File: src/deq_pkg.sv
// ---------------------------------------------------------------------------
// deq_pkg
// Shared types and constants for the double-ended queue core.
// ---------------------------------------------------------------------------
package deq_pkg;

  localparam int DEF_CAPACITY  = 64;
  localparam int DEF_WORD_BITS = 32;
  localparam int VALUE_BITS    = 32;
  localparam int REQ_BITS      = 3;
  localparam int STATUS_BITS   = 2;

  typedef enum logic [REQ_BITS-1:0] {
    REQ_PUSH_FRONT = 3'd0,
    REQ_PUSH_BACK  = 3'd1,
    REQ_POP_FRONT  = 3'd2,
    REQ_POP_BACK   = 3'd3,
    REQ_DUMP_FWD   = 3'd4,
    REQ_DUMP_BWD   = 3'd5
  } req_type_e;

  typedef enum logic [STATUS_BITS-1:0] {
    STAT_OK    = 2'd0,
    STAT_EMPTY = 2'd1,
    STAT_FULL  = 2'd2
  } status_e;

  typedef enum logic [1:0] {
    S_IDLE,
    S_POP,
    S_DUMP
  } state_e;

  typedef enum logic [1:0] {
    OUT_OK,
    OUT_EMPTY,
    OUT_FULL,
    OUT_WORD
  } out_src_e;

  // controller -> datapath
  typedef struct packed {
    logic     push;
    logic     push_front;
    logic     pop;
    logic     pop_front;
    logic     rd_init;    // start a read sequence at offset zero
    logic     rd_dir;     // 1: walk from the back
    logic     rd_adv;     // step to the next offset
    logic     out_load;
    out_src_e out_src;
    logic     out_last;
  } deq_cmd_t;

  // datapath -> controller
  typedef struct packed {
    logic empty;
    logic full;
    logic dump_last;
    logic out_free;
  } deq_stat_t;

endpackage

File: src/deq_ctrl.sv
// ---------------------------------------------------------------------------
// deq_ctrl
// Request decoder and sequencer for the double-ended queue.
// ---------------------------------------------------------------------------
module deq_ctrl (
  input  logic                          clk_i,
  input  logic                          rst_ni,
  input  logic                          in_valid_i,
  output logic                          in_stall_o,
  input  logic [deq_pkg::REQ_BITS-1:0]  req_type_i,
  input  deq_pkg::deq_stat_t            stat_i,
  output deq_pkg::deq_cmd_t             cmd_o
);
  import deq_pkg::*;

  state_e state_q, state_d;
  logic   accept;

  always_ff @(posedge clk_i or negedge rst_ni) begin
    if (!rst_ni) begin
      state_q <= S_IDLE;
    end else begin
      state_q <= state_d;
    end
  end

  assign in_stall_o = !((state_q == S_IDLE) && stat_i.out_free);
  assign accept     = in_valid_i && !in_stall_o;

  always_comb begin
    state_d = state_q;
    cmd_o   = '0;
    cmd_o.out_src = OUT_OK;
    case (state_q)
      S_IDLE: begin
        if (accept) begin
          case (req_type_i)
            REQ_PUSH_FRONT, REQ_PUSH_BACK: begin
              cmd_o.out_load = 1'b1;
              cmd_o.out_last = 1'b1;
              if (stat_i.full) begin
                cmd_o.out_src = OUT_FULL;
              end else begin
                cmd_o.push       = 1'b1;
                cmd_o.push_front = (req_type_i == REQ_PUSH_FRONT);
                cmd_o.out_src    = OUT_OK;
              end
            end
            REQ_POP_FRONT, REQ_POP_BACK: begin
              if (stat_i.empty) begin
                cmd_o.out_load = 1'b1;
                cmd_o.out_last = 1'b1;
                cmd_o.out_src  = OUT_EMPTY;
              end else begin
                cmd_o.rd_init   = 1'b1;
                cmd_o.rd_dir    = (req_type_i == REQ_POP_BACK);
                cmd_o.pop       = 1'b1;
                cmd_o.pop_front = (req_type_i == REQ_POP_FRONT);
                state_d         = S_POP;
              end
            end
            REQ_DUMP_FWD, REQ_DUMP_BWD: begin
              if (stat_i.empty) begin
                cmd_o.out_load = 1'b1;
                cmd_o.out_last = 1'b1;
                cmd_o.out_src  = OUT_EMPTY;
              end else begin
                cmd_o.rd_init = 1'b1;
                cmd_o.rd_dir  = (req_type_i == REQ_DUMP_BWD);
                state_d       = S_DUMP;
              end
            end
            default: begin
              // unused request codes are dropped
            end
          endcase
        end
      end
      S_POP: begin
        if (stat_i.out_free) begin
          cmd_o.out_load = 1'b1;
          cmd_o.out_src  = OUT_WORD;
          cmd_o.out_last = 1'b1;
          state_d        = S_IDLE;
        end
      end
      S_DUMP: begin
        if (stat_i.out_free) begin
          cmd_o.out_load = 1'b1;
          cmd_o.out_src  = OUT_WORD;
          cmd_o.out_last = stat_i.dump_last;
          if (stat_i.dump_last) begin
            state_d = S_IDLE;
          end else begin
            cmd_o.rd_adv = 1'b1;
          end
        end
      end
      default: begin
        state_d = S_IDLE;
      end
    endcase
  end

endmodule

File: src/deq_datapath.sv
// ---------------------------------------------------------------------------
// deq_datapath
// Ring store, front index, occupancy, read walker and result register.
// ---------------------------------------------------------------------------
module deq_datapath #(
  parameter int CAPACITY  = deq_pkg::DEF_CAPACITY,
  parameter int WORD_BITS = deq_pkg::DEF_WORD_BITS
) (
  input  logic                                    clk_i,
  input  logic                                    rst_ni,
  input  logic signed [deq_pkg::VALUE_BITS-1:0]   value_i,
  input  deq_pkg::deq_cmd_t                       cmd_i,
  output deq_pkg::deq_stat_t                      stat_o,
  output logic                                    out_valid_o,
  input  logic                                    out_stall_i,
  output logic [deq_pkg::STATUS_BITS-1:0]         status_o,
  output logic signed [deq_pkg::VALUE_BITS-1:0]   data_o,
  output logic                                    last_o
);
  import deq_pkg::*;

  localparam int IW = $clog2(CAPACITY);
  localparam int CW = $clog2(CAPACITY + 1);
  localparam logic [IW:0]   CAP_W  = (IW+1)'(CAPACITY);
  localparam logic [IW-1:0] LAST_I = IW'(CAPACITY - 1);
  localparam logic [CW-1:0] FULL_C = CW'(CAPACITY);

  logic [WORD_BITS-1:0] mem [CAPACITY];

  logic [IW-1:0] front_q, front_d;
  logic [CW-1:0] count_q, count_d;
  logic [CW-1:0] walk_q, walk_d;
  logic          dir_q, dir_d;
  logic          rd_en;
  logic [IW:0]   rd_off;
  logic [IW-1:0] rd_pos, wr_pos, front_inc, front_dec;
  logic [WORD_BITS-1:0] rd_data_q, wr_word;
  logic signed [63:0]   val_ext, rd_ext;

  logic                   out_valid_q, out_valid_d;
  logic [STATUS_BITS-1:0] status_q;
  logic [VALUE_BITS-1:0]  data_q;
  logic                   last_q;

  // front + off, off below CAPACITY
  function automatic logic [IW-1:0] ring_add(logic [IW-1:0] base, logic [IW:0] off);
    logic [IW:0] sum;
    sum = {1'b0, base} + off;
    if (sum >= CAP_W) begin
      sum = sum - CAP_W;
    end
    return sum[IW-1:0];
  endfunction

  assign front_inc = (front_q == LAST_I) ? '0 : front_q + 1'b1;
  assign front_dec = (front_q == '0) ? LAST_I : front_q - 1'b1;

  // read walker: offset from the front, or from the back when dir is set
  assign rd_en  = cmd_i.rd_init || cmd_i.rd_adv;
  assign walk_d = cmd_i.rd_init ? '0 : (cmd_i.rd_adv ? walk_q + 1'b1 : walk_q);
  assign dir_d  = cmd_i.rd_init ? cmd_i.rd_dir : dir_q;
  assign rd_off = dir_d ? ((IW+1)'(count_q) - 1'b1 - (IW+1)'(walk_d)) : (IW+1)'(walk_d);
  assign rd_pos = ring_add(front_q, rd_off);

  assign wr_pos  = cmd_i.push_front ? front_dec : ring_add(front_q, (IW+1)'(count_q));
  assign val_ext = 64'(value_i);
  assign wr_word = val_ext[WORD_BITS-1:0];
  assign rd_ext  = 64'($signed(rd_data_q));

  always_comb begin
    front_d = front_q;
    count_d = count_q;
    if (cmd_i.push) begin
      count_d = count_q + 1'b1;
      if (cmd_i.push_front) begin
        front_d = front_dec;
      end
    end else if (cmd_i.pop) begin
      count_d = count_q - 1'b1;
      if (cmd_i.pop_front) begin
        front_d = front_inc;
      end
    end
  end

  always_ff @(posedge clk_i or negedge rst_ni) begin
    if (!rst_ni) begin
      front_q <= '0;
      count_q <= '0;
      walk_q  <= '0;
      dir_q   <= 1'b0;
    end else begin
      front_q <= front_d;
      count_q <= count_d;
      walk_q  <= walk_d;
      dir_q   <= dir_d;
    end
  end

  always_ff @(posedge clk_i) begin
    if (cmd_i.push) begin
      mem[wr_pos] <= wr_word;
    end
  end

  always_ff @(posedge clk_i) begin
    if (rd_en) begin
      rd_data_q <= mem[rd_pos];
    end
  end

  // result register
  assign stat_o.out_free = !out_valid_q || !out_stall_i;
  assign stat_o.empty    = (count_q == '0);
  assign stat_o.full     = (count_q == FULL_C);
  assign stat_o.dump_last = (walk_q == count_q - 1'b1);

  always_comb begin
    out_valid_d = out_valid_q;
    if (cmd_i.out_load) begin
      out_valid_d = 1'b1;
    end else if (!out_stall_i) begin
      out_valid_d = 1'b0;
    end
  end

  always_ff @(posedge clk_i or negedge rst_ni) begin
    if (!rst_ni) begin
      out_valid_q <= 1'b0;
    end else begin
      out_valid_q <= out_valid_d;
    end
  end

  always_ff @(posedge clk_i) begin
    if (cmd_i.out_load) begin
      last_q <= cmd_i.out_last;
      data_q <= '0;
      case (cmd_i.out_src)
        OUT_OK:    status_q <= STAT_OK;
        OUT_EMPTY: status_q <= STAT_EMPTY;
        OUT_FULL:  status_q <= STAT_FULL;
        OUT_WORD: begin
          status_q <= STAT_OK;
          data_q   <= rd_ext[VALUE_BITS-1:0];
        end
        default:   status_q <= STAT_OK;
      endcase
    end
  end

  assign out_valid_o = out_valid_q;
  assign status_o    = status_q;
  assign data_o      = $signed(data_q);
  assign last_o      = last_q;

  a_count_bound: assert property (@(posedge clk_i) disable iff (!rst_ni)
    count_q <= FULL_C)
    else $error("occupancy above capacity");

  a_no_push_full: assert property (@(posedge clk_i) disable iff (!rst_ni)
    cmd_i.push |-> !stat_o.full)
    else $error("push issued on a full queue");

  a_no_pop_empty: assert property (@(posedge clk_i) disable iff (!rst_ni)
    (cmd_i.pop || cmd_i.rd_init) |-> !stat_o.empty)
    else $error("read issued on an empty queue");

  a_no_overwrite: assert property (@(posedge clk_i) disable iff (!rst_ni)
    (out_valid_q && out_stall_i) |-> !cmd_i.out_load)
    else $error("stalled result overwritten");

endmodule

File: src/double_ended_queue_core.sv
// ---------------------------------------------------------------------------
// double_ended_queue_core
// Bounded double-ended queue of signed words held in a ring store. Each
// request pushes at the front or back, pops from the front or back, or dumps
// the contents front to back or back to front; every defined request is answered by
// result items carrying status, data and a last flag (a dump gives one item
// per stored word, last on the final one). Pushes on a full queue are
// refused with status full, pops and dumps on an empty queue report empty,
// and unused request codes are dropped without a result. A push, or any
// request answered by a status alone, is taken and its result shows up the
// next cycle; a pop reads the ring store's one registered read port, then
// loads the result register; a dump passes one word per cycle through that
// read port while the result channel is not stalled. A new request is taken
// only while the core is idle and its result register is free or being
// drained. The store needs no clearing after reset: only written entries are ever read.
// ---------------------------------------------------------------------------
module double_ended_queue_core #(
  parameter int CAPACITY  = deq_pkg::DEF_CAPACITY,
  parameter int WORD_BITS = deq_pkg::DEF_WORD_BITS
) (
  input  logic                                  clk_i,
  input  logic                                  rst_ni,
  // request channel
  input  logic                                  in_valid_i,
  output logic                                  in_stall_o,
  input  logic [deq_pkg::REQ_BITS-1:0]          req_type_i,
  input  logic signed [deq_pkg::VALUE_BITS-1:0] value_i,
  // result channel
  output logic                                  out_valid_o,
  input  logic                                  out_stall_i,
  output logic [deq_pkg::STATUS_BITS-1:0]       status_o,
  output logic signed [deq_pkg::VALUE_BITS-1:0] data_o,
  output logic                                  last_o
);
  import deq_pkg::*;

  deq_cmd_t  cmd;   // sequencer commands
  deq_stat_t stat;  // queue and result-register status

  // decodes each request and walks pops and dumps through the read port
  deq_ctrl u_ctrl (
    .clk_i      (clk_i),
    .rst_ni     (rst_ni),
    .in_valid_i (in_valid_i),
    .in_stall_o (in_stall_o),
    .req_type_i (req_type_i),
    .stat_i     (stat),
    .cmd_o      (cmd)
  );

  // ring store, pointers and the result register
  deq_datapath #(
    .CAPACITY  (CAPACITY),
    .WORD_BITS (WORD_BITS)
  ) u_datapath (
    .clk_i       (clk_i),
    .rst_ni      (rst_ni),
    .value_i     (value_i),
    .cmd_i       (cmd),
    .stat_o      (stat),
    .out_valid_o (out_valid_o),
    .out_stall_i (out_stall_i),
    .status_o    (status_o),
    .data_o      (data_o),
    .last_o      (last_o)
  );

endmodule
File: config.mk
export PLATFORM = sky130hd
export DESIGN_NAME = double_ended_queue_core
export DESIGN_NICKNAME = d
export VERILOG_FILES = /design/src/deq_pkg.sv /design/src/deq_ctrl.sv /design/src/deq_datapath.sv /design/src/double_ended_queue_core.sv
export SDC_FILE = /design/constraint.sdc
export NUM_CORES = 2
export LEC_CHECK = 0
export BUFFER_PORTS_ARGS = -buffer_cell sky130_fd_sc_hd__buf_2
export CAP_MARGIN = 25
export CORE_ASPECT_RATIO = 0.5
export CORE_MARGIN = 1
export CORE_UTILIZATION = 42
export DETAILED_ROUTE_END_ITERATION = 8
export HOLD_SLACK_MARGIN = 0.02
export PLACE_DENSITY_LB_ADDON = 0.3
export RECOVER_POWER = 50
export SLEW_MARGIN = 20
export SYNTH_ARGS = -nofsm -noshare
export SYNTH_HDL_FRONTEND = slang
export SYNTH_HIERARCHICAL = 1
export SYNTH_SLANG_ARGS = --single-unit
export TNS_END_PERCENT = 30
File: constraint.sdc
create_clock -name clk_i -period 11.05 [get_ports clk_i]
set_input_delay 1.105 -clock clk_i [delete_from_list [all_inputs] [get_ports clk_i]]
set_output_delay 1.105 -clock clk_i [all_outputs]
set_load 0.03 [all_outputs]
==> flow_summary.rst <==
.. list-table::
   :header-rows: 1

   * - Metric
     - Value
   * - Worst path required time
     - 11.58 ns
   * - Most used flip-flop cell after synthesis
     - sky130_fd_sc_hd__edfxtp_1
   * - Final Hold Vio Count
     - 0
   * - Post-route clock skew
     - roughly 0.025 ns
   * - Startpoint of the worst register-to-register path
     - u_datapath/count_q[0]$_DFFE_PN0P_
   * - Buffer cell driving the clock tree root
     - sky130_fd_sc_hd__clkbuf_16
   * - Chip Width
     - between 600 and 700 um
   * - Clock sink count
     - 2139
   * - Input/output buffers
     - 75
   * - Global-route wire length before repair
     - 292 mm
   * - Number of buffers created by CTS
     - 189
   * - Global-route total usage across every layer
     - 0.209
   * - Area share of the largest cell type after synthesis
     - 0.769
   * - Crit-path max FO
     - 115
   * - End point of the worst hold path
     - u_datapath/count_q[6]$_DFFE_PN0P_
   * - Number of warnings printed during yosys synthesis
     - 6
   * - Failing checks
     - max-capacitance violations, max-slew violations
   * - H-tree level count
     - 4
   * - Maximum Capacitance Violations
     - 33
   * - Number of antenna violations at the first check in global routing
     - 28
   * - CTS max path bufs
     - 3
   * - Total gr overflow
     - 0
   * - Main area contributors after synthesis
     - sky130_fd_sc_hd__edfxtp_1 (77%), sky130_fd_sc_hd__mux4_2 (17%), sky130_fd_sc_hd__mux2i_1 (1.2%)
   * - Worst rel slew slack
     - -1.01
   * - Setup WS post-layout
     - 2.02 ns
   * - Start-to-end type of the worst setup path
     - flop to flop
   * - Final #Nets
     - approximately 3700
   * - Proportion of layout cells with a drive suffix above 1
     - 0.285
   * - DP HPWL
     - 108 mm
   * - Antenna Nets Post-Route
     - 0
   * - Instance count of the mapped netlist
     - 3437
   * - Total detailed-routing wirelength
     - between 200 and 250 mm
   * - Layout overhead on the synthesized area
     - 12.7%
   * - Register-to-register path setup slack
     - ~2 ns
   * - Gp weighted congestion
     - about 0.80
   * - Final routed wire length divided by cell count
     - 32.3 um
   * - First-pass DRT Iterations
     - 5
   * - Post-synth design cell area
     - 0.0826 mm^2
   * - Die area
     - 0.199 mm^2
   * - Crit path DAT
     - 9.56 ns
   * - Commonest non-fill, non-tap cell in the layout
     - sky130_fd_sc_hd__edfxtp_1
   * - Height of the die
     - 316 um
   * - Shortest clock period the worst path allows after layout
     - roughly 9.0 ns
   * - CTS tree
     - yes
   * - Final setup fails
     - 0
   * - Commonest non-fill, non-tap cells in the layout
     - sky130_fd_sc_hd__edfxtp_1 (2115), sky130_fd_sc_hd__mux4_2 (640), sky130_fd_sc_hd__clkbuf_16 (196), sky130_fd_sc_hd__clkbuf_1 (124), sky130_fd_sc_hd__mux2i_1 (97)
   * - Number of buffers inserted to repair setup after CTS
     - 0
   * - Register area share after synthesis
     - 0.776
   * - End of the worst register-to-register path
     - u_datapath/rd_data_q[31]$_DFFE_PP_
   * - Worst Tran Pin Value
     - approximately 3 ns
   * - Post-CTS Resized
     - 0
   * - Post-placement worst setup slack
     - approximately 2.3 ns
   * - RSZ-0062 raised after global routing
     - false
   * - Number of DRC violations after detailed-routing iteration 0
     - roughly 4900
   * - Type of element launching the critical path
     - flop
   * - Register bit total from synthesis
     - 2139
   * - Vias per std cell
     - 6.02
   * - Total negative slack
     - 0 ns
   * - Total vias in the final route
     - about 39000
   * - Post-route fraction of the period consumed by the critical path
     - 0.818
   * - Hold path startpoint
     - u_datapath/count_q[6]$_DFFE_PN0P_
   * - Number of enable-type register cells in the synthesized netlist
     - around 2100
   * - # DRC
     - 0
   * - Yosys cell types
     - 52
   * - Largest net degree at the start of global routing
     - 116
   * - Result of the run
     - finished, violations left
   * - Worst skew pair latency
     - between 0.8 and 0.9 ns
   * - Syn Nets
     - roughly 3500
   * - Core Footprint
     - roughly 0.19 mm^2
   * - Synthesized area divided by synthesized cell count
     - ~24 um^2
   * - Peak Freq
     - 111 MHz
   * - Via count of the first global-routing pass
     - between 30000 and 40000
   * - Type of the worst min-delay path
     - flop to flop
   * - Synth async-reset ratio
     - 0.0112
   * - CP endpoint kind
     - flop
   * - Starting density of the core
     - 0.425
   * - Hold Buf Count CTS
     - 0
   * - Top-level I/O count
     - 76
   * - Number of core rows
     - between 100 and 150
   * - Clk pin slew, worst setup/hold paths
     - 0.07 ns
   * - Max Slew Vio Count
     - between 2000 and 2500
   * - Path depth of the worst reg2reg path
     - 20
   * - Hold WS
     - 0.548 ns
   * - Number of instances on the worst hold path
     - 1
   * - Cell taking the most area after synthesis
     - sky130_fd_sc_hd__edfxtp_1
==> through the flow <==
step                instances  cell area (um^2)   util
finish                   6425             93100  0.479
global route             6410             93100  0.479
CTS                      6403             93100  0.479
detailed placement       6057             87100  0.448
global placement         6056             87100  0.448
floorplan                3437             82600      -
==> cell families (layout without fill, tap and decap cells) <==
group,after synthesis,after routing,share of synthesized area
other cells,0,18,0
mux,741,741,0.187
simple gates,225,225,0.0134
flops,2139,2139,0.776
xor+xnor,40,40,0.00450
fa+ha+maj,29,29,0.00466
buf+inv,188,548,0.00936
compound gates,75,75,0.00550
==> worst max-delay path by stage <==
| stage | slack, ns | to | cells after the start | startpoint |
|---|---|---|---|---|
| global placement | 2.30 | u_datapath/rd_data_q[29]$_DFFE_PP_ | 24 | u_datapath/count_q[4]$_DFFE_PN0P_ |
| finish | 2.02 | u_datapath/rd_data_q[31]$_DFFE_PP_ | 20 | u_datapath/count_q[0]$_DFFE_PN0P_ |
| detailed placement | 2.29 | u_datapath/rd_data_q[31]$_DFFE_PP_ | 19 | u_datapath/count_q[4]$_DFFE_PN0P_ |
| CTS | 2.31 | u_datapath/rd_data_q[31]$_DFFE_PP_ | 19 | u_datapath/count_q[4]$_DFFE_PN0P_ |
| floorplan | 5.08 | u_datapath/rd_data_q[10]$_DFFE_PP_ | 21 | u_datapath/count_q[3]$_DFFE_PN0P_ |
| global route | 1.77 | u_datapath/rd_data_q[31]$_DFFE_PP_ | 25 | u_datapath/count_q[0]$_DFFE_PN0P_ |
==> cells in the mapped netlist (17+ instances only) <==
| library cell | count |
|---|---|
| sky130_fd_sc_hd__a21oi_1 | 22 |
| sky130_fd_sc_hd__xnor2_1 | 21 |
| sky130_fd_sc_hd__dfrtp_1 | 24 |
| sky130_fd_sc_hd__buf_1 | 39 |
| sky130_fd_sc_hd__inv_1 | 19 |
| sky130_fd_sc_hd__nand2_1 | 39 |
| sky130_fd_sc_hd__buf_2 | 18 |
| sky130_fd_sc_hd__xor2_1 | 17 |
| sky130_fd_sc_hd__nand3_1 | 21 |
| sky130_fd_sc_hd__mux2i_1 | 99 |
| sky130_fd_sc_hd__ha_1 | 26 |
| sky130_fd_sc_hd__nor2_1 | 89 |
| sky130_fd_sc_hd__and3_1 | 36 |
| sky130_fd_sc_hd__mux4_2 | 640 |
| sky130_fd_sc_hd__clkbuf_1 | 106 |
| sky130_fd_sc_hd__o21ai_0 | 22 |
| sky130_fd_sc_hd__edfxtp_1 | 2115 |
==> flip-flops by register name, indices dropped and copies added (netlist names) <==
name,flops
u_datapath/status_o,2
u_datapath/count_q,7
u_datapath/rd_data_q,32
u_datapath/mem,2048
u_datapath/last_o,1
u_datapath/front_q,6
u_datapath/walk_q,7
u_datapath/dir_q,1
u_datapath/out_valid_o,1
u_datapath/data_o,32
u_ctrl/state_q,2
==> per-layer routing <==
metal,part of all wire,GRT usage,wire length [um],up-vias
met1,0.42,0.312,87400,21300
met3,0.10,0.0449,21400,267
li1,-,-,-,15200
met5,0.000063,0,13,-
met2,0.46,0.321,95300,1964
met4,0.017,0.0457,3530,2
==> critical path: stages, from the launching register on <==
cell and delay (ns):
sky130_fd_sc_hd__dfrtp_1 0.50, sky130_fd_sc_hd__inv_1 0.13, sky130_fd_sc_hd__ha_1 0.29, sky130_fd_sc_hd__nand2_1 0.12, sky130_fd_sc_hd__xnor2_1 0.25, sky130_fd_sc_hd__xor2_1 0.18
sky130_fd_sc_hd__nor4_1 0.11, sky130_fd_sc_hd__nor4b_1 0.94, sky130_fd_sc_hd__xnor2_1 0.13, sky130_fd_sc_hd__nor2_1 0.23, sky130_fd_sc_hd__ha_1 0.22, sky130_fd_sc_hd__inv_1 0.06
sky130_fd_sc_hd__fa_1 0.44, sky130_fd_sc_hd__mux2_2 0.30, sky130_fd_sc_hd__fa_4 1.27, sky130_fd_sc_hd__buf_12 0.56, sky130_fd_sc_hd__buf_12 0.50, sky130_fd_sc_hd__mux4_2 0.42
sky130_fd_sc_hd__mux4_2 0.49, sky130_fd_sc_hd__mux2i_1 0.89, sky130_fd_sc_hd__mux2i_1 0.18
==> area by class of cell <==
cell class | instances | area [um^2]
Clock buffer | 249 | 5100
Fill cell | 15500 | 101000
Multi-Input combinational cell | 1110 | 18300
Tap cell | 2610 | 3270
Antenna cell | 18 | 45.0
Inverter | 19 | 71.3
Timing Repair Buffer | 183 | 1240
Sequential cell | 2139 | 64100
Clock inverter | 97 | 958
Power is left out: the tool's default activity adds up to more than one toggle a clock period on the data nets, which glitch-free logic cannot reach.
